### config.mk
export PLATFORM = sky130hd
export DESIGN_NAME = fisr_fmul
export DESIGN_NICKNAME = d
export VERILOG_FILES = /design/src/hw/rtl/fisr_pkg.sv /design/src/hw/rtl/fisr_fmul.sv
export SDC_FILE = /design/constraint.sdc
export NUM_CORES = 2
export LEC_CHECK = 0
export ABC_AREA = 1
export BUFFER_PORTS_ARGS = -buffer_cell sky130_fd_sc_hd__buf_4
export CAP_MARGIN = 30
export CELL_PAD_IN_SITES_DETAIL_PLACEMENT = 1
export CELL_PAD_IN_SITES_GLOBAL_PLACEMENT = 2
export CORE_ASPECT_RATIO = 1.4
export CORE_MARGIN = 1.5
export CORE_UTILIZATION = 30
export CTS_BUF_LIST = sky130_fd_sc_hd__clkbuf_8
export DETAILED_ROUTE_END_ITERATION = 16
export PLACE_DENSITY = 0.67
export SYNTH_ARGS = -nofsm -noshare
export SYNTH_HDL_FRONTEND = slang
export SYNTH_SLANG_ARGS = --single-unit
### constraint.sdc
create_clock -name i_clk -period 15.75 [get_ports i_clk]
set_input_delay 3.15 -clock i_clk [delete_from_list [all_inputs] [get_ports i_clk]]
set_output_delay 3.15 -clock i_clk [all_outputs]
set_load 0.02 [all_outputs]
### src/hw/rtl/fisr_pkg.sv
// fisr_pkg: shared constants, operand kind codes and binary32 helper functions
// for the fast inverse square root pipeline. Used by fisr_fmul, fisr_fadd and
// fast_inverse_sqrt. No dependencies.
`timescale 1ns / 1ps

package fisr_pkg;

    // Operand/result classification carried down the arithmetic pipelines
    typedef logic [1:0] t_kind;
    localparam t_kind K_NUM  = 2'd0;
    localparam t_kind K_ZERO = 2'd1;
    localparam t_kind K_INF  = 2'd2;
    localparam t_kind K_NAN  = 2'd3;

    localparam logic [31:0] RSQ_MAGIC     = 32'h5F3759DF;
    localparam logic [31:0] F_QNAN        = 32'h7FC00000;
    localparam logic [31:0] F_HALF        = 32'h3F000000;
    localparam logic [31:0] F_THREE_HALF  = 32'h3FC00000;

    // Register stages in each arithmetic unit
    localparam int FMUL_LAT = 4;
    localparam int FADD_LAT = 4;
    localparam int SEED_DLY = 3 * FMUL_LAT + FADD_LAT;

    // Right shift that clears the whole 48-bit product
    localparam logic [5:0] FM_RSH_MAX = 6'd48;
    // Aligned shift that clears the whole 27-bit addend
    localparam logic [7:0] FA_ALN_MAX = 8'd27;

    function automatic logic is_nan(input logic [31:0] f);
        return (f[30:23] == 8'hFF) && (f[22:0] != 23'd0);
    endfunction

    function automatic logic is_inf(input logic [31:0] f);
        return (f[30:23] == 8'hFF) && (f[22:0] == 23'd0);
    endfunction

    function automatic logic is_zero(input logic [31:0] f);
        return f[30:0] == 31'd0;
    endfunction

    // Leading zero count of a 48-bit word; 48 when the word is zero
    function automatic logic [5:0] lzc48(input logic [47:0] v);
        logic [5:0] n;
        n = 6'd48;
        for (int i = 0; i < 48; i++) begin
            if (v[i]) begin
                n = 6'(47 - i);
            end
        end
        return n;
    endfunction

    // Round to nearest even and pack; e is the biased exponent for a
    // mantissa with its leading one at bit 23 (subnormal if bit 23 clear)
    function automatic logic [31:0] round_pack(input logic s, input logic [9:0] e,
                                               input logic [23:0] m, input logic g,
                                               input logic st);
        logic        up;
        logic [24:0] mr;
        logic [9:0]  ex;
        up = g & (st | m[0]);
        mr = {1'b0, m} + 25'(up);
        if (mr[24]) begin
            ex = e + 10'd1;
        end else if (mr[23]) begin
            ex = e;
        end else begin
            ex = 10'd0;
        end
        if (ex >= 10'd255) begin
            return {s, 8'hFF, 23'd0};
        end
        return {s, ex[7:0], mr[22:0]};
    endfunction

    function automatic logic [31:0] pack_special(input t_kind k, input logic s);
        logic [31:0] r;
        case (k)
            K_NAN:   r = F_QNAN;
            K_INF:   r = {s, 8'hFF, 23'd0};
            default: r = {s, 31'd0};
        endcase
        return r;
    endfunction

endpackage

### src/hw/rtl/fisr_fmul.sv
// fisr_fmul: four-stage binary32 multiplier, round to nearest even, subnormals kept.
// Depends on fisr_pkg.
`timescale 1ns / 1ps

module fisr_fmul (
    input  logic        i_clk,
    input  logic        i_rst_n,
    input  logic        i_en,
    input  logic        i_valid,
    input  logic [31:0] i_a,
    input  logic [31:0] i_b,
    output logic        o_valid,
    output logic [31:0] o_res
);

    // stage 1: unpack and multiply
    logic                 r1_v, n1_v;
    logic [47:0]          r1_p, n1_p;
    logic signed [10:0]   r1_e0, n1_e0;
    logic                 r1_s, n1_s;
    fisr_pkg::t_kind      r1_k, n1_k;
    // stage 2: normalize amount
    logic                 r2_v;
    logic [47:0]          r2_p;
    logic                 r2_left, n2_left;
    logic [5:0]           r2_sh, n2_sh;
    logic [9:0]           r2_e, n2_e;
    logic                 r2_s;
    fisr_pkg::t_kind      r2_k;
    // stage 3: shift
    logic                 r3_v;
    logic [47:0]          r3_w, n3_w;
    logic                 r3_st, n3_st;
    logic [9:0]           r3_e;
    logic                 r3_s;
    fisr_pkg::t_kind      r3_k;
    // stage 4: round
    logic                 r4_v;
    logic [31:0]          r4_res, n4_res;

    logic [7:0]           ea, eb;
    logic [23:0]          ma, mb;
    logic [5:0]           lz;
    logic signed [10:0]   em1, rs, et;

    always_comb begin
        ea = (i_a[30:23] == 8'd0) ? 8'd1 : i_a[30:23];
        eb = (i_b[30:23] == 8'd0) ? 8'd1 : i_b[30:23];
        ma = {i_a[30:23] != 8'd0, i_a[22:0]};
        mb = {i_b[30:23] != 8'd0, i_b[22:0]};
        n1_v  = i_valid;
        n1_p  = ma * mb;
        n1_e0 = $signed({3'd0, ea}) + $signed({3'd0, eb}) - 11'sd126;
        n1_s  = i_a[31] ^ i_b[31];
        if (fisr_pkg::is_nan(i_a) || fisr_pkg::is_nan(i_b)
            || (fisr_pkg::is_inf(i_a) && fisr_pkg::is_zero(i_b))
            || (fisr_pkg::is_zero(i_a) && fisr_pkg::is_inf(i_b))) begin
            n1_k = fisr_pkg::K_NAN;
        end else if (fisr_pkg::is_inf(i_a) || fisr_pkg::is_inf(i_b)) begin
            n1_k = fisr_pkg::K_INF;
        end else if (fisr_pkg::is_zero(i_a) || fisr_pkg::is_zero(i_b)) begin
            n1_k = fisr_pkg::K_ZERO;
        end else begin
            n1_k = fisr_pkg::K_NUM;
        end
    end

    always_comb begin
        lz  = fisr_pkg::lzc48(r1_p);
        em1 = r1_e0 - 11'sd1;
        rs  = 11'sd1 - r1_e0;
        et  = 11'sd0;
        if (r1_e0 >= 11'sd1) begin
            n2_left = 1'b1;
            n2_sh   = ($signed({5'd0, lz}) <= em1) ? lz : em1[5:0];
            et      = r1_e0 - $signed({5'd0, n2_sh});
            n2_e    = et[9:0];
        end else begin
            n2_left = 1'b0;
            n2_sh   = (rs >= $signed({5'd0, fisr_pkg::FM_RSH_MAX})) ?
                      fisr_pkg::FM_RSH_MAX : rs[5:0];
            n2_e    = 10'd1;
        end
    end

    always_comb begin
        if (r2_left) begin
            n3_w  = r2_p << r2_sh;
            n3_st = 1'b0;
        end else if (r2_sh == fisr_pkg::FM_RSH_MAX) begin
            n3_w  = 48'd0;
            n3_st = |r2_p;
        end else begin
            n3_w  = r2_p >> r2_sh;
            n3_st = |(r2_p & ~({48{1'b1}} << r2_sh));
        end
    end

    always_comb begin
        if (r3_k == fisr_pkg::K_NUM) begin
            n4_res = fisr_pkg::round_pack(r3_s, r3_e, r3_w[47:24], r3_w[23],
                                          (|r3_w[22:0]) | r3_st);
        end else begin
            n4_res = fisr_pkg::pack_special(r3_k, r3_s);
        end
    end

    always_ff @(posedge i_clk) begin
        if (!i_rst_n) begin
            r1_v <= 1'b0;
            r2_v <= 1'b0;
            r3_v <= 1'b0;
            r4_v <= 1'b0;
        end else if (i_en) begin
            r1_v <= n1_v;
            r2_v <= r1_v;
            r3_v <= r2_v;
            r4_v <= r3_v;
        end
    end

    always_ff @(posedge i_clk) begin
        if (i_en) begin
            r1_p    <= n1_p;
            r1_e0   <= n1_e0;
            r1_s    <= n1_s;
            r1_k    <= n1_k;
            r2_p    <= r1_p;
            r2_left <= n2_left;
            r2_sh   <= n2_sh;
            r2_e    <= n2_e;
            r2_s    <= r1_s;
            r2_k    <= r1_k;
            r3_w    <= n3_w;
            r3_st   <= n3_st;
            r3_e    <= r2_e;
            r3_s    <= r2_s;
            r3_k    <= r2_k;
            r4_res  <= n4_res;
        end
    end

    assign o_valid = r4_v;
    assign o_res   = r4_res;

endmodule

# ---- Yosys cells after proc, flatten, opt, wreduce, memory -nomap -nowiden
# Index checks and enable logic that the tools add are counted.
dict set report totals {
  reg_bits 227
  inputBits 68
  wordCells 141
}
dict set report classes {
  n_addsub 7
  multipliers 1
  magnitude_cmp 4
  n_eq_ne 5
  shifts 3
  muxes 68
  n_bitwise 6
  n_reduce_logical 26
}
# cell count
set ops {}
lappend ops {{6-bit two-way mux} 50}
lappend ops {{32-bit two-way mux} 3}
lappend ops {{48-bit two-way mux} 2}
lappend ops {{48-bit OR reduction} 2}
lappend ops {{32-bit one-hot mux with 2 select lines} 1}
lappend ops {{31-bit logical NOT} 2}
lappend ops {{48-bit bitwise AND} 1}
lappend ops {{24-bit by 24-bit multiplier with 48-bit output} 1}
lappend ops {{48-bit NOT} 1}
lappend ops {{48-bit by 6-bit << shifter with 48-bit output} 1}
lappend ops {{48-bit by 6-bit << shifter with 48-bit output, first input constant} 1}
lappend ops {{48-bit by 6-bit right shift with 48-bit output} 1}
lappend ops {{23-bit logical NOT} 2}
lappend ops {{23-bit nonzero test} 2}
lappend ops {{10-bit two-way mux} 3}
lappend ops {{24-bit by 1-bit adder with 25-bit output} 1}
lappend ops {{23-bit OR reduction} 1}
lappend ops {{8-bit equality test, second input constant} 2}
lappend ops {{8-bit logical NOT} 2}
lappend ops {{8-bit two-way mux} 2}
lappend ops {{8-bit nonzero test} 2}
lappend ops {{11-bit by 7-bit greater-or-equal comparator with 1-bit output, second input constant} 1}
lappend ops {{7-bit by 11-bit less-or-equal comparator with 1-bit output} 1}
lappend ops {{10-bit by 2-bit subtractor with 11-bit output, second input constant} 1}
lappend ops {{other kinds (18)} 34}

# ---- Depth between registers and ports, before layout
dict set report logic_depth {
  depth_word 51
  ltp_mapped 70
  depth_no_buf 70
}

# ---- Least setup slack after synthesis
# No wires, ideal clock.
dict set report synth_timing {
  path_type {input -> register}
  start {input i_a[6]}
  end {register r1_p[45] (data pin)}
  arrival_time_ns 9.632
  required_time_ns 15.481
  setup_slack_ns 5.849
  stages 34
  n_path_buf 2
  cell_sequence {clkbuf_1 -> clkbuf_1 -> nand2_1 -> fa_1 -> fa_1 -> inv_1 -> fa_1 -> ha_1 -> fa_1 -> inv_1 -> fa_1 -> fa_1 -> inv_1 -> ha_1 -> nand3_1 -> nand2_1 -> nand3_1 -> nand2_1 -> a21o_1 -> a21oi_1 -> o21ai_0 -> a21oi_1 -> nor3_1 -> nor2_1 -> o21ai_0 -> nand4_1 -> o211ai_1 -> nand2_1 -> nand2_1 -> nand3_1 -> nand2_1 -> a21oi_1 -> o31ai_1 -> xor2_1}
}
dict set report synth_between {
  elab_chain_cells 1
}
# item line
set synth_lines {}
lappend synth_lines {{start, declared} fisr_fmul.sv:10} ;# input logic [31:0] i_a,
lappend synth_lines {{24-bit by 24-bit multiplier with 48-bit output} fisr_fmul.sv:52} ;# n1_p = ma * mb;
lappend synth_lines {{via n1_p[45]} fisr_fmul.sv:18} ;# logic [47:0] r1_p, n1_p;
lappend synth_lines {{end signal, assigned} fisr_fmul.sv:124} ;# r1_p <= n1_p;
lappend synth_lines {{end, declared} fisr_fmul.sv:18}
# The timed path passes the listed nets, and every way through them passes these cells.
# A chain may end at the register's enable or synchronous reset.

# ---- Worst setup path after layout
dict set report layout_timing {
  start {input i_b[29]}
  end {register r1_p[44] (data pin)}
}
dict set report layout_between {
  elab_chain_cells 2
}
# item line
set layout_lines {}
lappend layout_lines {{start, declared} fisr_fmul.sv:11} ;# input logic [31:0] i_b,
lappend layout_lines {{8-bit nonzero test} fisr_fmul.sv:50} ;# mb = {i_b[30:23] != 8'd0, i_b[22:0]};
lappend layout_lines {{24-bit by 24-bit multiplier with 48-bit output} fisr_fmul.sv:52}
lappend layout_lines {{via n1_p[44]} fisr_fmul.sv:18}
# The timed path passes the listed nets, and every way through them passes these cells.

==> impl_metrics.env <==
export IMPL_cp_num_cells=24
export IMPL_final_common_cell="sky130_fd_sc_hd__nand2_1"
export IMPL_run_status="completed"
export IMPL_first_global_vias=31421
export IMPL_worst_ep_required_time_ns=16.07
export IMPL_overall_track_demand_over_capacity_in_global_routing=0.2227
export IMPL_cts_repair_resize_count=0
export IMPL_endpoint_kind="flip-flop"
export IMPL_synth_seq_cells=227
export IMPL_cp_common_cell="sky130_fd_sc_hd__fa_1"
export IMPL_post_drt_wl_per_cell_um=21.90
export IMPL_grt_start_max_net_pins=108
export IMPL_relSlewSlack=0.3390
export IMPL_globalplace_congestion=0.9271
export IMPL_final_max_slew_viol_count=0
export IMPL_hold_depth=0
export IMPL_drt_first_pass_iters=5
export IMPL_tritoncts="built"
export IMPL_netlist_cell_type_count=62
export IMPL_portBuffers=100
export IMPL_most_common_layout_cells="sky130_fd_sc_hd__nand2_1, sky130_fd_sc_hd__inv_1, sky130_fd_sc_hd__fa_1, sky130_fd_sc_hd__o21ai_0, sky130_fd_sc_hd__edfxtp_1"
export IMPL_layout_filler_cells=13624
export IMPL_setup_total_negative_slack_ns=0
export IMPL_timing_worst_slew_pin_value_ns=0.9915
export IMPL_synthesized_netlist_net_count=5160
export IMPL_tritoncts_num_sinks=227
export IMPL_cp_data_arrival_time_ns=10.45
export IMPL_via_count=28517
export IMPL_holdBufCountCts=0
export IMPL_critPathLaunchType="input pin"
export IMPL_time_the_worst_path_needs_with_i_o_delays_and_setup_ns=10.13
export IMPL_rows=146
export IMPL_cell_chain_of_the_critical_path="buf_4 -> or4_1 -> nor2_1 -> inv_1 -> buf_4 -> nand2_1 -> fa_1 -> fa_1 -> fa_1 -> fa_1 -> fa_1 -> fa_1 -> inv_1 -> fa_1 -> ha_1 -> a21oi_1 -> inv_1 -> a31oi_1 -> inv_1 -> a211oi_1 -> nor2_1 -> a2111oi_0 -> o21ai_0 -> xor2_1"
export IMPL_slowest_stage="sky130_fd_sc_hd__or4_1"
export IMPL_drt_drc_violations_left=0
export IMPL_worstPathMaxFanout=23
export IMPL_ys_flop_type="sky130_fd_sc_hd__edfxtp_1"
export IMPL_cts_root_buf="sky130_fd_sc_hd__clkbuf_8"
export IMPL_antenna_found_initial=1
export IMPL_path_clk_slew_ns=0.06
export IMPL_cp_slowest_stage_delay_ns=0.55
export IMPL_worst_skew_pair_late_latency_ns=0.60
export IMPL_report_final_setup_viol=0
export IMPL_synth_edff_count=223
export IMPL_routed_via_density=4.888
export IMPL_drt_antenna_violating_nets=0
export IMPL_fin_crit_sh=0.6433
export IMPL_hold_violations=0
export IMPL_dp_hpwl_mm=101.4
export IMPL_core_region_area_sq_um=113100
export IMPL_die_height_um=402.4
export IMPL_area_growth_synth_to_final_pct=7.887
export IMPL_grt_pass1_wl_mm=194.0
export IMPL_cts_setup_buffers=0
export IMPL_bufs_and_invs_on_worst_path=6
export IMPL_cap_violations=0
export IMPL_synthesis_area_sq_um=34190
export IMPL_kind_of_cell_adding_the_most_delay_to_the_critical_path="adder cells"
export IMPL_starting_density_of_the_core=0.3023
export IMPL_dr_first_iter_drc_count=1318
export IMPL_synth_yosys_warnings=0
export IMPL_min_delay_path_class="reg -> reg"
export IMPL_fin_worst_skew_ns=0.03156
export IMPL_ctsHtreeMaxLevel=2
export IMPL_clock_tree_buffer_depth=3
export IMPL_die_w_um=288.3
export IMPL_fraction_of_layout_instances_using_a_drive_strength_above_1=0.04916
export IMPL_routed_wirelength_mm=127.8
export IMPL_ys_async_sr_fraction=0
export IMPL_syn_avg_cell_area_sq_um=7.763
export IMPL_number_of_buffers_created_by_cts=36
export IMPL_ff2ff_path_depth=67
export IMPL_top_level_ports=101
export IMPL_timing_fmax_mhz=98.69
export IMPL_grt_overflow_total=0
export IMPL_rsz_0062_raised_after_global_routing="false"
export IMPL_syn_inst=4404
export IMPL_die_area_sq_um=116000
export IMPL_crit_type="in -> reg"
export IMPL_synth_seq_area_share=0.1982
export IMPL_fin_nets=5085
-- synthesized netlist by cell type (all sizes together), types with 15 or more instances --
master | n | area [sq um]
o221ai | 15 | 131.4
nor2 | 211 | 822.0
nor3 | 30 | 166.4
xnor2 | 24 | 210.2
edfxtp | 223 | 6696
ha | 204 | 2552
xor2 | 47 | 411.6
clkbuf | 216 | 810.8
nand3 | 59 | 305.3
nand4 | 20 | 140.1
a21oi | 207 | 1040
inv | 998 | 3746
mux2i | 24 | 240.2
nor4 | 21 | 137.6
o22ai | 21 | 131.4
a31oi | 20 | 125.1
o21ai | 270 | 1351
buf | 25 | 105.1
nand2 | 1160 | 4357
fa | 484 | 9689
-- cells by family after synthesis --
family          Yosys count  synth area share
simple gates           1525            0.1784
buf+inv                1245            0.1370
fa+ha+maj               688            0.3581
compound gates          624            0.1031
flops                   227            0.1982
xor+xnor                 71           0.01819
mux                      24          0.007027
-- worst paths after layout --
| check | from | to | slack, ns |
|---|---|---|---|
| hold reg to reg | r2_e[5] | r3_e[5] | 0.42 |
| setup reg to reg | r1_p[1] | r2_e[8] | 9.03 |
| hold / removal | r2_e[5] | r3_e[5] | 0.42 |
| setup / recovery | i_b[29] | r1_p[44] | 5.62 |
-- area by class of cell --
class | instances | area [sq um] | area share
Clock buffer | 36 | 495.5 | 0.01343
Antenna cell | 1 | 2.502 | 0.00006784
Timing Repair Buffer | 128 | 968.4 | 0.02626
Tap cell | 1480 | 1852 | 0.05021
Sequential cell | 227 | 6777 | 0.1837
Multi-Input combinational cell | 2932 | 22730 | 0.6162
Clock inverter | 26 | 291.5 | 0.007904
Inverter | 1004 | 3769 | 0.1022
-- flip-flops by register name (all words and copies together), names as in the netlist --
| signal | cells |
|---|---|
| r3_e | 10 |
| r2_left | 1 |
| r3_s | 1 |
| o_res | 32 |
| r1_e0 | 10 |
| r3_w | 48 |
| r1_v | 1 |
| r2_s | 1 |
| r3_v | 1 |
| r1_p | 48 |
| o_valid | 1 |
| r2_p | 48 |
| r1_k | 2 |
| r3_k | 2 |
| r2_k | 2 |
| r3_st | 1 |
| r2_sh | 6 |
| r2_v | 1 |
| r2_e | 10 |
| r1_s | 1 |
-- through the flow --
step | setup WS [ns] | hold slack [ns] | instances | area [sq um] | util
after CTS | 5.553 | 0.4199 | 5833 | 36880 | 0.3262
after global routing | 5.173 | 0.4279 | 5834 | 36880 | 0.3262
after detailed placement | 4.908 | 0.4056 | 5771 | 36090 | 0.3192
after floorplan | 5.849 | 0.4003 | 4404 | 34190 | -
final | 5.617 | 0.4168 | 5834 | 36880 | 0.3262
after global placement | 4.997 | 0.4027 | 5770 | 36090 | 0.3191
-- layer usage --
| metal | wire length [um] | global-route usage | vias to the layer above | part of all wire |
|---|---|---|---|---|
| li1 | - | - | 13334 | - |
| met1 | 50200 | 0.2530 | 14418 | 0.39 |
| met2 | 67590 | 0.4170 | 521 | 0.53 |
| met3 | 2660 | 0.01109 | 244 | 0.021 |
| met4 | 7331 | 0.1131 | 0 | 0.057 |
| met5 | 0 | 0 | - | 0 |
Power is not shown: default switching activity piles up to over one toggle a cycle in this logic, so the estimate is an artifact.
