$ cat src/hw/rtl/fisr_pkg.sv
// fisr_pkg: shared constants, operand kind codes and binary32 helper functions
// for the fast inverse square root pipeline. Used by fisr_fmul, fisr_fadd and
// fast_inverse_sqrt. No dependencies.
`timescale 1ns / 1ps

package fisr_pkg;

    // Operand/result classification carried down the arithmetic pipelines
    typedef logic [1:0] t_kind;
    localparam t_kind K_NUM  = 2'd0;
    localparam t_kind K_ZERO = 2'd1;
    localparam t_kind K_INF  = 2'd2;
    localparam t_kind K_NAN  = 2'd3;

    localparam logic [31:0] RSQ_MAGIC     = 32'h5F3759DF;
    localparam logic [31:0] F_QNAN        = 32'h7FC00000;
    localparam logic [31:0] F_HALF        = 32'h3F000000;
    localparam logic [31:0] F_THREE_HALF  = 32'h3FC00000;

    // Register stages in each arithmetic unit
    localparam int FMUL_LAT = 4;
    localparam int FADD_LAT = 4;
    localparam int SEED_DLY = 3 * FMUL_LAT + FADD_LAT;

    // Right shift that clears the whole 48-bit product
    localparam logic [5:0] FM_RSH_MAX = 6'd48;
    // Aligned shift that clears the whole 27-bit addend
    localparam logic [7:0] FA_ALN_MAX = 8'd27;

    function automatic logic is_nan(input logic [31:0] f);
        return (f[30:23] == 8'hFF) && (f[22:0] != 23'd0);
    endfunction

    function automatic logic is_inf(input logic [31:0] f);
        return (f[30:23] == 8'hFF) && (f[22:0] == 23'd0);
    endfunction

    function automatic logic is_zero(input logic [31:0] f);
        return f[30:0] == 31'd0;
    endfunction

    // Leading zero count of a 48-bit word; 48 when the word is zero
    function automatic logic [5:0] lzc48(input logic [47:0] v);
        logic [5:0] n;
        n = 6'd48;
        for (int i = 0; i < 48; i++) begin
            if (v[i]) begin
                n = 6'(47 - i);
            end
        end
        return n;
    endfunction

    // Round to nearest even and pack; e is the biased exponent for a
    // mantissa with its leading one at bit 23 (subnormal if bit 23 clear)
    function automatic logic [31:0] round_pack(input logic s, input logic [9:0] e,
                                               input logic [23:0] m, input logic g,
                                               input logic st);
        logic        up;
        logic [24:0] mr;
        logic [9:0]  ex;
        up = g & (st | m[0]);
        mr = {1'b0, m} + 25'(up);
        if (mr[24]) begin
            ex = e + 10'd1;
        end else if (mr[23]) begin
            ex = e;
        end else begin
            ex = 10'd0;
        end
        if (ex >= 10'd255) begin
            return {s, 8'hFF, 23'd0};
        end
        return {s, ex[7:0], mr[22:0]};
    endfunction

    function automatic logic [31:0] pack_special(input t_kind k, input logic s);
        logic [31:0] r;
        case (k)
            K_NAN:   r = F_QNAN;
            K_INF:   r = {s, 8'hFF, 23'd0};
            default: r = {s, 31'd0};
        endcase
        return r;
    endfunction

endpackage

$ cat src/hw/rtl/fisr_fadd.sv
// fisr_fadd: four-stage binary32 adder, round to nearest even, subnormals kept.
// Depends on fisr_pkg.
`timescale 1ns / 1ps

module fisr_fadd (
    input  logic        i_clk,
    input  logic        i_rst_n,
    input  logic        i_en,
    input  logic        i_valid,
    input  logic [31:0] i_a,
    input  logic [31:0] i_b,
    output logic        o_valid,
    output logic [31:0] o_res
);

    // stage 1: order by magnitude
    logic             r1_v;
    fisr_pkg::t_kind  r1_k, n1_k;
    logic             r1_s, n1_s;
    logic             r1_zs, n1_zs;
    logic             r1_sub, n1_sub;
    logic [7:0]       r1_ea, n1_ea;
    logic [7:0]       r1_d, n1_d;
    logic [23:0]      r1_ma, n1_ma;
    logic [23:0]      r1_mb, n1_mb;
    // stage 2: align and add
    logic             r2_v;
    logic [27:0]      r2_sum, n2_sum;
    logic [7:0]       r2_ea;
    logic             r2_s, r2_zs;
    fisr_pkg::t_kind  r2_k;
    // stage 3: normalize
    logic             r3_v;
    logic [26:0]      r3_w, n3_w;
    logic [9:0]       r3_e, n3_e;
    logic             r3_s, n3_s;
    fisr_pkg::t_kind  r3_k, n3_k;
    // stage 4: round
    logic             r4_v;
    logic [31:0]      r4_res, n4_res;

    logic             swap;
    logic [31:0]      fl, fs;
    logic [7:0]       eb;
    logic [26:0]      mbx, al;
    logic [5:0]       lz;
    logic [7:0]       lim;
    logic [5:0]       sh;

    always_comb begin
        swap   = i_b[30:0] > i_a[30:0];
        fl     = swap ? i_b : i_a;
        fs     = swap ? i_a : i_b;
        n1_ea  = (fl[30:23] == 8'd0) ? 8'd1 : fl[30:23];
        eb     = (fs[30:23] == 8'd0) ? 8'd1 : fs[30:23];
        n1_d   = n1_ea - eb;
        n1_ma  = {fl[30:23] != 8'd0, fl[22:0]};
        n1_mb  = {fs[30:23] != 8'd0, fs[22:0]};
        n1_s   = fl[31];
        n1_sub = i_a[31] ^ i_b[31];
        n1_zs  = i_a[31] & i_b[31];
        if (fisr_pkg::is_nan(i_a) || fisr_pkg::is_nan(i_b)
            || (fisr_pkg::is_inf(i_a) && fisr_pkg::is_inf(i_b) && n1_sub)) begin
            n1_k = fisr_pkg::K_NAN;
        end else if (fisr_pkg::is_inf(i_a) || fisr_pkg::is_inf(i_b)) begin
            n1_k = fisr_pkg::K_INF;
        end else begin
            n1_k = fisr_pkg::K_NUM;
        end
    end

    always_comb begin
        mbx = {r1_mb, 3'd0};
        if (r1_d >= fisr_pkg::FA_ALN_MAX) begin
            al = {26'd0, |r1_mb};
        end else begin
            al = (mbx >> r1_d) | {26'd0, |(mbx & ~({27{1'b1}} << r1_d))};
        end
        if (r1_sub) begin
            n2_sum = {1'b0, r1_ma, 3'd0} - {1'b0, al};
        end else begin
            n2_sum = {1'b0, r1_ma, 3'd0} + {1'b0, al};
        end
    end

    always_comb begin
        lz   = fisr_pkg::lzc48({r2_sum[26:0], 21'd0});
        lim  = r2_ea - 8'd1;
        sh   = ({2'd0, lz} <= lim) ? lz : lim[5:0];
        n3_s = r2_s;
        n3_k = r2_k;
        if (r2_sum[27]) begin
            n3_w = {r2_sum[27:2], r2_sum[1] | r2_sum[0]};
            n3_e = {2'd0, r2_ea} + 10'd1;
        end else begin
            n3_w = r2_sum[26:0] << sh;
            n3_e = {2'd0, r2_ea} - {4'd0, sh};
        end
        if (r2_k == fisr_pkg::K_NUM && r2_sum == 28'd0) begin
            n3_k = fisr_pkg::K_ZERO;
            n3_s = r2_zs;
        end
    end

    always_comb begin
        if (r3_k == fisr_pkg::K_NUM) begin
            n4_res = fisr_pkg::round_pack(r3_s, r3_e, r3_w[26:3], r3_w[2], |r3_w[1:0]);
        end else begin
            n4_res = fisr_pkg::pack_special(r3_k, r3_s);
        end
    end

    always_ff @(posedge i_clk) begin
        if (!i_rst_n) begin
            r1_v <= 1'b0;
            r2_v <= 1'b0;
            r3_v <= 1'b0;
            r4_v <= 1'b0;
        end else if (i_en) begin
            r1_v <= i_valid;
            r2_v <= r1_v;
            r3_v <= r2_v;
            r4_v <= r3_v;
        end
    end

    always_ff @(posedge i_clk) begin
        if (i_en) begin
            r1_k   <= n1_k;
            r1_s   <= n1_s;
            r1_zs  <= n1_zs;
            r1_sub <= n1_sub;
            r1_ea  <= n1_ea;
            r1_d   <= n1_d;
            r1_ma  <= n1_ma;
            r1_mb  <= n1_mb;
            r2_sum <= n2_sum;
            r2_ea  <= r1_ea;
            r2_s   <= r1_s;
            r2_zs  <= r1_zs;
            r2_k   <= r1_k;
            r3_w   <= n3_w;
            r3_e   <= n3_e;
            r3_s   <= n3_s;
            r3_k   <= n3_k;
            r4_res <= n4_res;
        end
    end

    assign o_valid = r4_v;
    assign o_res   = r4_res;

endmodule
$ cat config.mk
export PLATFORM = sky130hd
export DESIGN_NAME = fisr_fadd
export DESIGN_NICKNAME = d
export VERILOG_FILES = /design/src/hw/rtl/fisr_pkg.sv /design/src/hw/rtl/fisr_fadd.sv
export SDC_FILE = /design/constraint.sdc
export NUM_CORES = 1
export LEC_CHECK = 0
export BUFFER_PORTS_ARGS = -buffer_cell sky130_fd_sc_hd__buf_4
export CAP_MARGIN = 30
export CORE_UTILIZATION = 30
export DETAILED_ROUTE_END_ITERATION = 10
export PLACE_DENSITY = 0.47
export SETUP_SLACK_MARGIN = 0.02
export SLEW_MARGIN = 20
export SYNTH_ARGS = -nofsm -noshare
export SYNTH_HDL_FRONTEND = slang
export SYNTH_SLANG_ARGS = --single-unit
$ cat constraint.sdc
create_clock -name i_clk -period 11 [get_ports i_clk]
set_clock_uncertainty 0.1 [all_clocks]
set_input_delay 0.55 -clock i_clk [delete_from_list [all_inputs] [get_ports i_clk]]
set_output_delay 0.55 -clock i_clk [all_outputs]
set_load 0.05 [all_outputs]
# ---- Word-level counts from Yosys, hierarchy flattened
# Cells that the tools add are included.
dict set report op_classes {
  add_sub_neg 8
  n_mul 0
  div 0
  magnitude_cmp 4
  n_eq_ne 4
  shift 3
  muxes 47
  bitwise 8
  reduce_logical 24
}
# cell count
set ops {}
lappend ops {{6-bit 2-to-1 mux} 28}
lappend ops {{32-bit 2-to-1 mux} 4}
lappend ops {{32-bit case mux with 2 select lines} 1}
lappend ops {{23-bit logical NOT} 2}
lappend ops {{23-bit nonzero test} 2}
lappend ops {{10-bit 2-to-1 mux} 4}
lappend ops {{31-bit greater-than comparator} 1}
lappend ops {{31-bit 2-to-1 mux} 1}
lappend ops {{27-bit by 27-bit adder with 28-bit output} 1}
lappend ops {{28-bit logical NOT} 1}
lappend ops {{28-bit 2-to-1 mux} 1}
lappend ops {{27-bit by 27-bit subtractor with 28-bit output} 1}
lappend ops {{27-bit AND} 1}
lappend ops {{27-bit 2-to-1 mux} 1}
lappend ops {{27-bit inverter} 1}
lappend ops {{27-bit by 1-bit OR with 27-bit output} 1}
lappend ops {{27-bit OR reduction} 1}
lappend ops {{27-bit by 6-bit << shifter with 27-bit output} 1}
lappend ops {{27-bit by 8-bit << shifter with 27-bit output, first input constant} 1}
lappend ops {{27-bit by 8-bit right shift with 27-bit output} 1}
lappend ops {{26-bit 2-to-1 mux} 1}
lappend ops {{24-bit by 1-bit adder with 25-bit output} 1}
lappend ops {{24-bit OR reduction} 1}
lappend ops {{8-bit equality test, second input constant} 2}
lappend ops {{21 further kinds} 38}
dict set report totals {
  register_bits 185
  latchBits 0
  mem_bits_rw 0
  romBits 0
  inputBits 68
  output_inout_bits 33
  word_cells 121
  mem_count 0
}

# ---- Depth between registers and ports, before layout
# Gate-level depths: netlist (run 1).
dict set report logic_depth {
  ltp_word 31
  mapped_depth 28
  mapped_depth_nobuf 24
}

# ---- Worst setup path after synthesis (run 1)
# No wires, ideal clock.
dict set report synth_timing {
  kind {register to register}
  startpoint {register r1_d[0]}
  endpoint {register r2_sum[23] (data pin)}
  setup_ps 271
  arrival_time_ps 5345
  t_required_ps 10629
  setup_slack_ps 5284
  path_stages_with_launch 23
  n_path_buf 5
  cell_sequence {edfxtp_1 > buf_2 > clkbuf_1 > buf_1 > buf_1 > mux2_2 > mux4_2 > nand2_1 > nor2_1 > o21ai_0 > ha_1 > clkbuf_1 > o21ba_2 > nor4_1 > a2111o_1 > o311ai_0 > o221ai_1 > a221oi_1 > nor2_1 > nor2_1 > nor3_1 > a2111oi_0 > xnor2_1}
}
dict set report synth_via {
  elab_chain_len 8
  word_cells_on_any_way 11
  cone_classes {2 x add/sub; 1 x order compare; 2 x shift; 2 x mux; 3 x bitwise; 1 x reduce/logical}
}
# item line
set synth_lines {}
lappend synth_lines {{start, declared} fisr_fadd.sv:23} ;# logic [7:0] r1_d, n1_d;
lappend synth_lines {{start signal, assigned} fisr_fadd.sv:134} ;# r1_d <= n1_d;
lappend synth_lines {{27-bit by 8-bit << shifter with 27-bit output} fisr_fadd.sv:77} ;# al = (mbx >> r1_d) | {26'd0, |(mbx & ~({27{1'b1}} << r1_d))};
lappend synth_lines {{27-bit inverter} fisr_fadd.sv:77}
lappend synth_lines {{27-bit AND} fisr_fadd.sv:77}
lappend synth_lines {{27-bit OR reduction} fisr_fadd.sv:77}
lappend synth_lines {{27-bit by 1-bit OR with 27-bit output} fisr_fadd.sv:77}
lappend synth_lines {{27-bit 2-to-1 mux (*)} fisr_fadd.sv:74} ;# if (r1_d >= fisr_pkg::FA_ALN_MAX) begin
lappend synth_lines {{27-bit by 27-bit adder with 28-bit output / 27-bit by 27-bit subtractor with 28-bit output (equally long branches)} {fisr_fadd.sv:82, fisr_fadd.sv:80}}
lappend synth_lines {{28-bit 2-to-1 mux (*)} fisr_fadd.sv:79} ;# if (r1_sub) begin
lappend synth_lines {{via n2_sum[23]} fisr_fadd.sv:28} ;# logic [27:0] r2_sum, n2_sum;
lappend synth_lines {{end signal, assigned} fisr_fadd.sv:137} ;# r2_sum <= n2_sum;
lappend synth_lines {{end, declared} fisr_fadd.sv:28}
# The timed path passes the listed nets; every way through them passes the cells marked *.
# A chain may end at the register's enable or synchronous reset.

# ---- Worst setup path after layout (run 1)
dict set report layout_timing {
  startpoint {register r2_sum[7]}
  endpoint {register r3_e[7] (data pin)}
}
dict set report layout_via {
  elab_chain_len 24
}
# item line
set layout_lines {}
lappend layout_lines {{6-bit 2-to-1 mux (*) (20 in a row)} fisr_pkg.sv:47} ;# if (v[i]) begin
lappend layout_lines {{6-bit by 8-bit <= comparator with 1-bit output} fisr_fadd.sv:89} ;# sh = ({2'd0, lz} <= lim) ? lz : lim[5:0];
lappend layout_lines {{6-bit 2-to-1 mux (*)} fisr_fadd.sv:89}
lappend layout_lines {{8-bit by 6-bit subtractor with 9-bit output (*)} fisr_fadd.sv:97} ;# n3_e = {2'd0, r2_ea} - {4'd0, sh};
lappend layout_lines {{10-bit 2-to-1 mux (*)} fisr_fadd.sv:92} ;# if (r2_sum[27]) begin
lappend layout_lines {{via n3_e[7]} fisr_fadd.sv:35} ;# logic [9:0] r3_e, n3_e;
lappend layout_lines {{end signal, assigned} fisr_fadd.sv:143} ;# r3_e <= n3_e;
lappend layout_lines {{end, declared} fisr_fadd.sv:35}
# Marks and branches as above.

==> results.ini, run 1 <==
[critical_path]
reg2reg_depth = 19
path_buf_inv = 2
r2r-start = r2_sum[7]$_DFFE_PP_
reg2reg_slack_ns = 4.38
r2r-end = r3_e[7]$_DFFE_PP_
crit_path_frequent_cell = a21o_1
slowest_delay_ns = 0.67
slowest_stage = nor4b_1
crit_family = compound AO/OA/AOI/OAI gates
worstPathRequired_ns = 11.12
cp-start-kind = register
crit_type = register to register
cp-end-kind = register
arrival_ns = 6.73
cp_cell_sequence = or4_1 > nor4b_1 > a21oi_1 > nor2_1 > ha_1 > a21o_1 > o21ai_0 > a211o_1 > mux2i_4 > buf_4 > inv_2 > ha_1 > a21o_1 > a21o_1 > maj3_2 > maj3_2 > a2111oi_0 > a21oi_1 > xnor2_1
path_max_fanout = 26

[clock_network]
post_cts_resize_count = 0
hold_buffers = 0
cts_tree = built
clock_latency_ns = 0.47
clock_path_buffers = 2
cts_setup_buffers = 0
cts_root_buf = clkbuf_16
cts_made_buffers = 17
cts.htree.levels = 4
clkTransAtPathRegs_ns = 0.07
clkSinkCount = 185

[finish]
final_core_util = 0.3392
stdcell_area_mm2 = 0.01779
final_cell_count_no_fill = 2427
post_route_cells_drive_above_1_share = 0.1668
final_nets = 1900
diodes = 0
area_growth_syn_to_layout_pct = 11.79

[power]
power_per_cell_area_mw_per_mm2 = 146.2
intPower_mw = 1.596
netSwitchingFraction = 0.3862
power_frac_comb = 0.391
ir_drop_mv = 0.1194
p_leak_nw = 6.952
p_clk_frac = 0.218
seq_power_share = 0.391
power_switching_mw = 1.004

[drt]
route.detailed.drc = 0
viasPerCell = 5.284
routed_wl_um = 45660
firstDrtPassIters = 5
postRouteAntennaNets = 0
first_iter_violations = 862
wl_per_cell_um = 18.81
vias = 12830

[grt]
grt_max_degree = 114
grt_pass1_vias = 12680
grt_overflow = 0
grt_pass1_wl_um = 71700
antenna_found_initial = 0
track_usage = 0.1703

[min_path]
min_from = i_rst_n
hold_class = input pin to register
min_to = r3_v$_SDFFE_PN0P_
worst_hold_path.num_cells = 2

[yosys]
ys.warnings.count = 0
synth_nets = 1852
synth_cell_type_count = 92
syn_inst = 1678
synthTopCellsByCount = edfxtp_1 (181), nand2_1 (148), nor2_1 (121)
synth.most_common_cell = edfxtp_1
synth_edf_count = 181
yosysTopAreaCellShare = 0.3416
yosysSeqAreaShare = 0.3466
synth_flop_cell = edfxtp_1
synth_area_leaders = edfxtp_1 (34%), ha_1 (8.1%), mux2i_1 (6.7%)
yosysTopAreaCell = edfxtp_1
synthArstFlopShare = 0
postSynthAreaPerCell_um2 = 9.482
netlist_area_mm2 = 0.01591
synth-seq-cells = 185

[sta]
slew_violations = 0
worst_pin_slew_ns = 0.9660
fin_crit_ns = 6.619
fmax_mhz = 151.1
setup-tns-final_ns = 0
fin_crit_sh = 0.6017
timing.hold.ws_ns = 0.2186
finalHoldViolations = 0
slew_headroom = 0.3560
rsz0062_at_grt = no
setup_viol = 0

[floorplan]
io_pins = 101
die_h_um = 232.3
die_x_um = 232.3
start_util = 0.3034
die_area_mm2 = 0.05396
fp-row-count = 84
design.core.area_mm2 = 0.05245

[placed_design]
dp_hpwl_um = 35290
globalplace.congestion = 0.9082
placed_area_mm2 = 0.01726
dp.cells = 2395
port_buffers = 100

[run_status]
status = completed

[run]
cap_violations = 0

## kinds of logic after synthesis
| kind of cell | count (synthesis) | synth area share |
|---|---|---|
| AOI/OAI and AO/OA | 387 | 0.1610 |
| adders and majority gates | 109 | 0.08689 |
| muxes | 198 | 0.1417 |
| buffers and inverters | 197 | 0.05166 |
| DFF | 185 | 0.3466 |
| xor gates and xnor gates | 66 | 0.03633 |
| and+or+nand+nor | 536 | 0.1758 |
## stage by stage
step           power [mW]  worst slack [ns]
4_1_cts             2.621             4.396
3_5_place_dp        2.040             4.415
5_1_grt             2.755             4.013
2_1_floorplan       1.734             5.284
3_3_place_gp        2.039             4.489
6_report            2.600             4.381
## per-layer routing
layer	wire [um]	global-route usage	up-vias
met5	0	0	-
met2	22110	0.2926	281
li1	-	-	6367
met1	20770	0.2133	6113
met4	1225	0.06250	0
met3	1553	0.02677	64
## power groups by stage
stage | sequential (mW) | combinational, mW | clock, mW
floorplan | 1.01 | 0.728 | 0
global placement | 1.03 | 1.01 | 0
detailed placement | 1.03 | 1.01 | 0
CTS | 1.02 | 1.01 | 0.592
global route | 1.03 | 1.11 | 0.613
finish | 1.02 | 1.02 | 0.566
## cell usage in the layout, fill, tap and decap left out, types with 9 or more instances in the layout
cell type and instances:
edfxtp_1 181, o21ai_0 85, nand3_1 36, nand2b_1 25, and2_1 9, a31oi_1 13
xor2_1 30, nor3_1 33, o211ai_1 16, inv_1 106, a211oi_1 16, mux4_2 13
mux2i_1 106, or3_1 9, o31ai_1 10, nand4_1 29, o221ai_1 12, clkbuf_16 17
ha_1 103, nor2_4 19, mux2_2 77, nand2_1 148, buf_4 115, o21bai_1 15
a21o_1 24, nor2_1 121, a21oi_1 95, xnor2_1 36, nor4_1 34, nor2b_1 22
o21a_1 10
## final cells by class
class,count,area [um^2]
fill,5384,34660
multi-input combinational,1296,9589
sequential,185,5515
timing repair buffer,117,882.1
tap,688,860.8
clock buffer,19,432.9
inverter,109,409.1
clock inverter,13,97.59
## state kept, by name (all words and copies together), names as in the netlist
register	flops
o_res	32
o_valid	1
r1_d	8
r1_ea	8
r1_k	2
r1_ma	24
r1_mb	24
r1_s	1
r1_sub	1
r1_v	1
r1_zs	1
r2_ea	8
r2_k	2
r2_s	1
r2_sum	28
r2_v	1
r2_zs	1
r3_e	10
r3_k	2
r3_s	1
r3_v	1
r3_w	27
## worst max-delay path by stage
stage	startpoint	end	slack [ns]	cells after the start
after global placement	r2_sum[7]$_DFFE_PP_	r3_e[7]$_DFFE_PP_	4.49	19
after CTS	r2_sum[7]$_DFFE_PP_	r3_e[7]$_DFFE_PP_	4.40	19
after global routing	r2_sum[7]$_DFFE_PP_	r3_e[7]$_DFFE_PP_	4.01	19
after floorplan	r1_d[0]$_DFFE_PP_	r2_sum[23]$_DFFE_PP_	5.28	22
final	r2_sum[7]$_DFFE_PP_	r3_e[7]$_DFFE_PP_	4.38	19
after detailed placement	r2_sum[7]$_DFFE_PP_	r3_e[7]$_DFFE_PP_	4.42	19
Note: power is estimated with default switching activity, not from simulation.
==> run 2: changes to the inputs <==
==> constraint.sdc (replaced) <==
create_clock -name i_clk -period 6.8 [get_ports i_clk]
set_clock_uncertainty 0.1 [all_clocks]
set_input_delay 0.34 -clock i_clk [delete_from_list [all_inputs] [get_ports i_clk]]
set_output_delay 0.34 -clock i_clk [all_outputs]
set_load 0.05 [all_outputs]
==> results.ini, run 2 (synthesis results as in run 1) <==
[drt]
vias = 12980  ; +1.2%
first_iter_violations = 943  ; +9.4%
route.detailed.drc = 0  ; unchanged
firstDrtPassIters = 5  ; unchanged
postRouteAntennaNets = 0  ; unchanged
wl_per_cell_um = 19.10  ; +1.5%
routed_wl_um = 46630  ; +2.1%
viasPerCell = 5.319  ; +0.65%

[grt]
track_usage = 0.1755  ; +0.005195
grt_max_degree = 107  ; -6.1%
grt_pass1_vias = 12760  ; +0.64%
grt_overflow = 0  ; unchanged
antenna_found_initial = 0  ; unchanged
grt_pass1_wl_um = 73070  ; +1.9%

[critical_path]
path_buf_inv = 1  ; -1
cp-start-kind = register
arrival_ns = 6.19  ; -0.54 ns
cp_cell_sequence = or4_1 > nor4b_1 > a21oi_1 > nor2_1 > ha_1 > a21o_1 > o21ai_0 > a211o_1 > mux2i_4 > inv_2 > ha_1 > a21o_1 > a21o_1 > maj3_2 > maj3_2 > a2111oi_0 > a21oi_1 > xnor2_1
slowest_stage = nor4b_1
crit_path_frequent_cell = a21o_1
crit_type = register to register
slowest_delay_ns = 0.63  ; -0.04 ns
path_max_fanout = 7  ; -73%
crit_family = compound AO/OA/AOI/OAI gates
worstPathRequired_ns = 6.91  ; -4.21 ns
cp-end-kind = register
reg2reg_slack_ns = 0.72  ; -3.66 ns

[placed_design]
dp_hpwl_um = 36650  ; +3.8%
dp.cells = 2406  ; +0.46%
placed_area_mm2 = 0.01734  ; +0.50%
pre_cts_ws_ns = 0.7205  ; -3.695 ns
globalplace.congestion = 0.9120  ; +0.42%
port_buffers = 100  ; unchanged

[power]
netSwitchingFraction = 0.3717  ; -0.01454
ir_drop_mv = 0.2057  ; +72%
power_frac_comb = 0.375  ; -0.016
finalPower_mw = 4.396  ; +69%
p_leak_nw = 7.078  ; +1.8%
power_per_cell_area_mw_per_mm2 = 243.9  ; +67%
p_clk_frac = 0.244  ; +0.026
power_switching_mw = 1.634  ; +63%
intPower_mw = 2.762  ; +73%
seq_power_share = 0.380  ; -0.011

[floorplan]
start_util = 0.3034  ; unchanged
fp-row-count = 84  ; unchanged
die_area_mm2 = 0.05396  ; unchanged
die_x_um = 232.3  ; unchanged
design.core.area_mm2 = 0.05245  ; unchanged
die_h_um = 232.3  ; unchanged
io_pins = 101  ; unchanged

[finish]
final_nets = 1914  ; +0.74%
area_growth_syn_to_layout_pct = 13.26
largest_reg_flops = 32  ; unchanged
final_common_cell = edfxtp_1
diodes = 0  ; unchanged
mostFrequentLayoutCells = edfxtp_1 (181), nand2_1 (148), buf_4 (126)
final_cell_count_no_fill = 2441  ; +0.58%
stdcell_area_mm2 = 0.01802  ; +1.3%
nFillCells = 5308  ; -1.4%
post_route_cells_drive_above_1_share = 0.1740  ; +0.007225

[sta]
finalHoldViolations = 0  ; unchanged
worst_pin_slew_ns = 0.9140  ; -0.05201 ns
setup_viol = 0  ; unchanged
fin_crit_ns = 6.076  ; -0.5426 ns
fin_crit_sh = 0.8936  ; +0.2919
rsz0062_at_grt = no
worst_slack_ns = 0.7236  ; -3.657 ns
slew_violations = 0  ; unchanged
setup-tns-final_ns = 0  ; unchanged
slew_headroom = 0.3907  ; +0.03467
fmax_mhz = 164.6  ; +8.9%

[clock_network]
cts_made_buffers = 17  ; unchanged
clkTransAtPathRegs_ns = 0.07  ; about the same
cts.htree.levels = 4  ; unchanged
cts_tree = built
clock_latency_ns = 0.48  ; about the same
post_cts_resize_count = 0  ; unchanged
clock_path_buffers = 2  ; unchanged
clkSinkCount = 185  ; unchanged
cts_root_buf = clkbuf_16

[run]
cap_violations = 0  ; unchanged

[min_path]
hold_class = input pin to register

[run_status]
status = completed

## run 2: metal layers
| metal | share of wire | track usage |
|---|---|---|
| met1 | 0.44 | 0.2131 |
| met2 | 0.49 | 0.3025 |
| met3 | 0.031 | 0.02382 |
| met4 | 0.039 | 0.08697 |
| met5 | 0 | 0 |
## run 2: repair_timing
item,in CTS,in global routing
hold buffers,2,0
buffers inserted,0,0
hold endpoints to repair,4,0
## run 2: power groups by stage
| stage | clock network (mW) | registers [mW] | logic [mW] |
|---|---|---|---|
| 6_report | 1.07 | 1.67 | 1.65 |
| 5_1_grt | 1.16 | 1.70 | 1.80 |
| 4_1_cts | 1.12 | 1.67 | 1.65 |
| 3_5_place_dp | 0 | 1.70 | 1.64 |
| 3_3_place_gp | 0 | 1.69 | 1.65 |
| 2_1_floorplan | 0 | 1.63 | 1.18 |
## run 2: path summary, 6_finish.rpt
| path | from | depth (start not counted) | end |
|---|---|---|---|
| worst min-delay path | i_b[31] | 2 | r1_zs$_DFFE_PP_ |
| worst min register to register | r1_zs$_DFFE_PP_ | 0 | r2_zs$_DFFE_PP_ |
| worst max register to register | r2_sum[7]$_DFFE_PP_ | 18 | r3_e[7]$_DFFE_PP_ |
| worst max-delay path | r2_sum[7]$_DFFE_PP_ | 18 | r3_e[7]$_DFFE_PP_ |
## run 2: through the flow
step,hold WS [ns],utilization
finish,0.08135,0.3436
global route,0.05705,0.3436
CTS,0.03405,0.3431
detailed placement,0.3045,0.3307
global placement,0.3039,0.3306
floorplan,0.3003,-
## run 2: worst reg2reg max path, stage by stage, from the launching register on
cell       delay, ns
edfxtp_1        0.49
or4_1           0.58
nor4b_1         0.63
a21oi_1         0.18
nor2_1          0.23
ha_1            0.29
a21o_1          0.18
o21ai_0         0.42
a211o_1         0.44
mux2i_4         0.31
inv_2           0.05
ha_1            0.28
a21o_1          0.16
a21o_1          0.20
maj3_2          0.31
maj3_2          0.32
a2111oi_0       0.40
a21oi_1         0.10
xnor2_1         0.14
## run 2: final cells by class
cell class              count  area, um^2  area share
clock inverters            11       170.2    0.009442
repair buffers            131        1012     0.05617
multi-input cells        1296        9593      0.5323
clock buffers              21       460.4     0.02555
inverters                 109       409.1     0.02270
well taps                 688       860.8     0.04777
flip-flops and latches    185        5515      0.3060
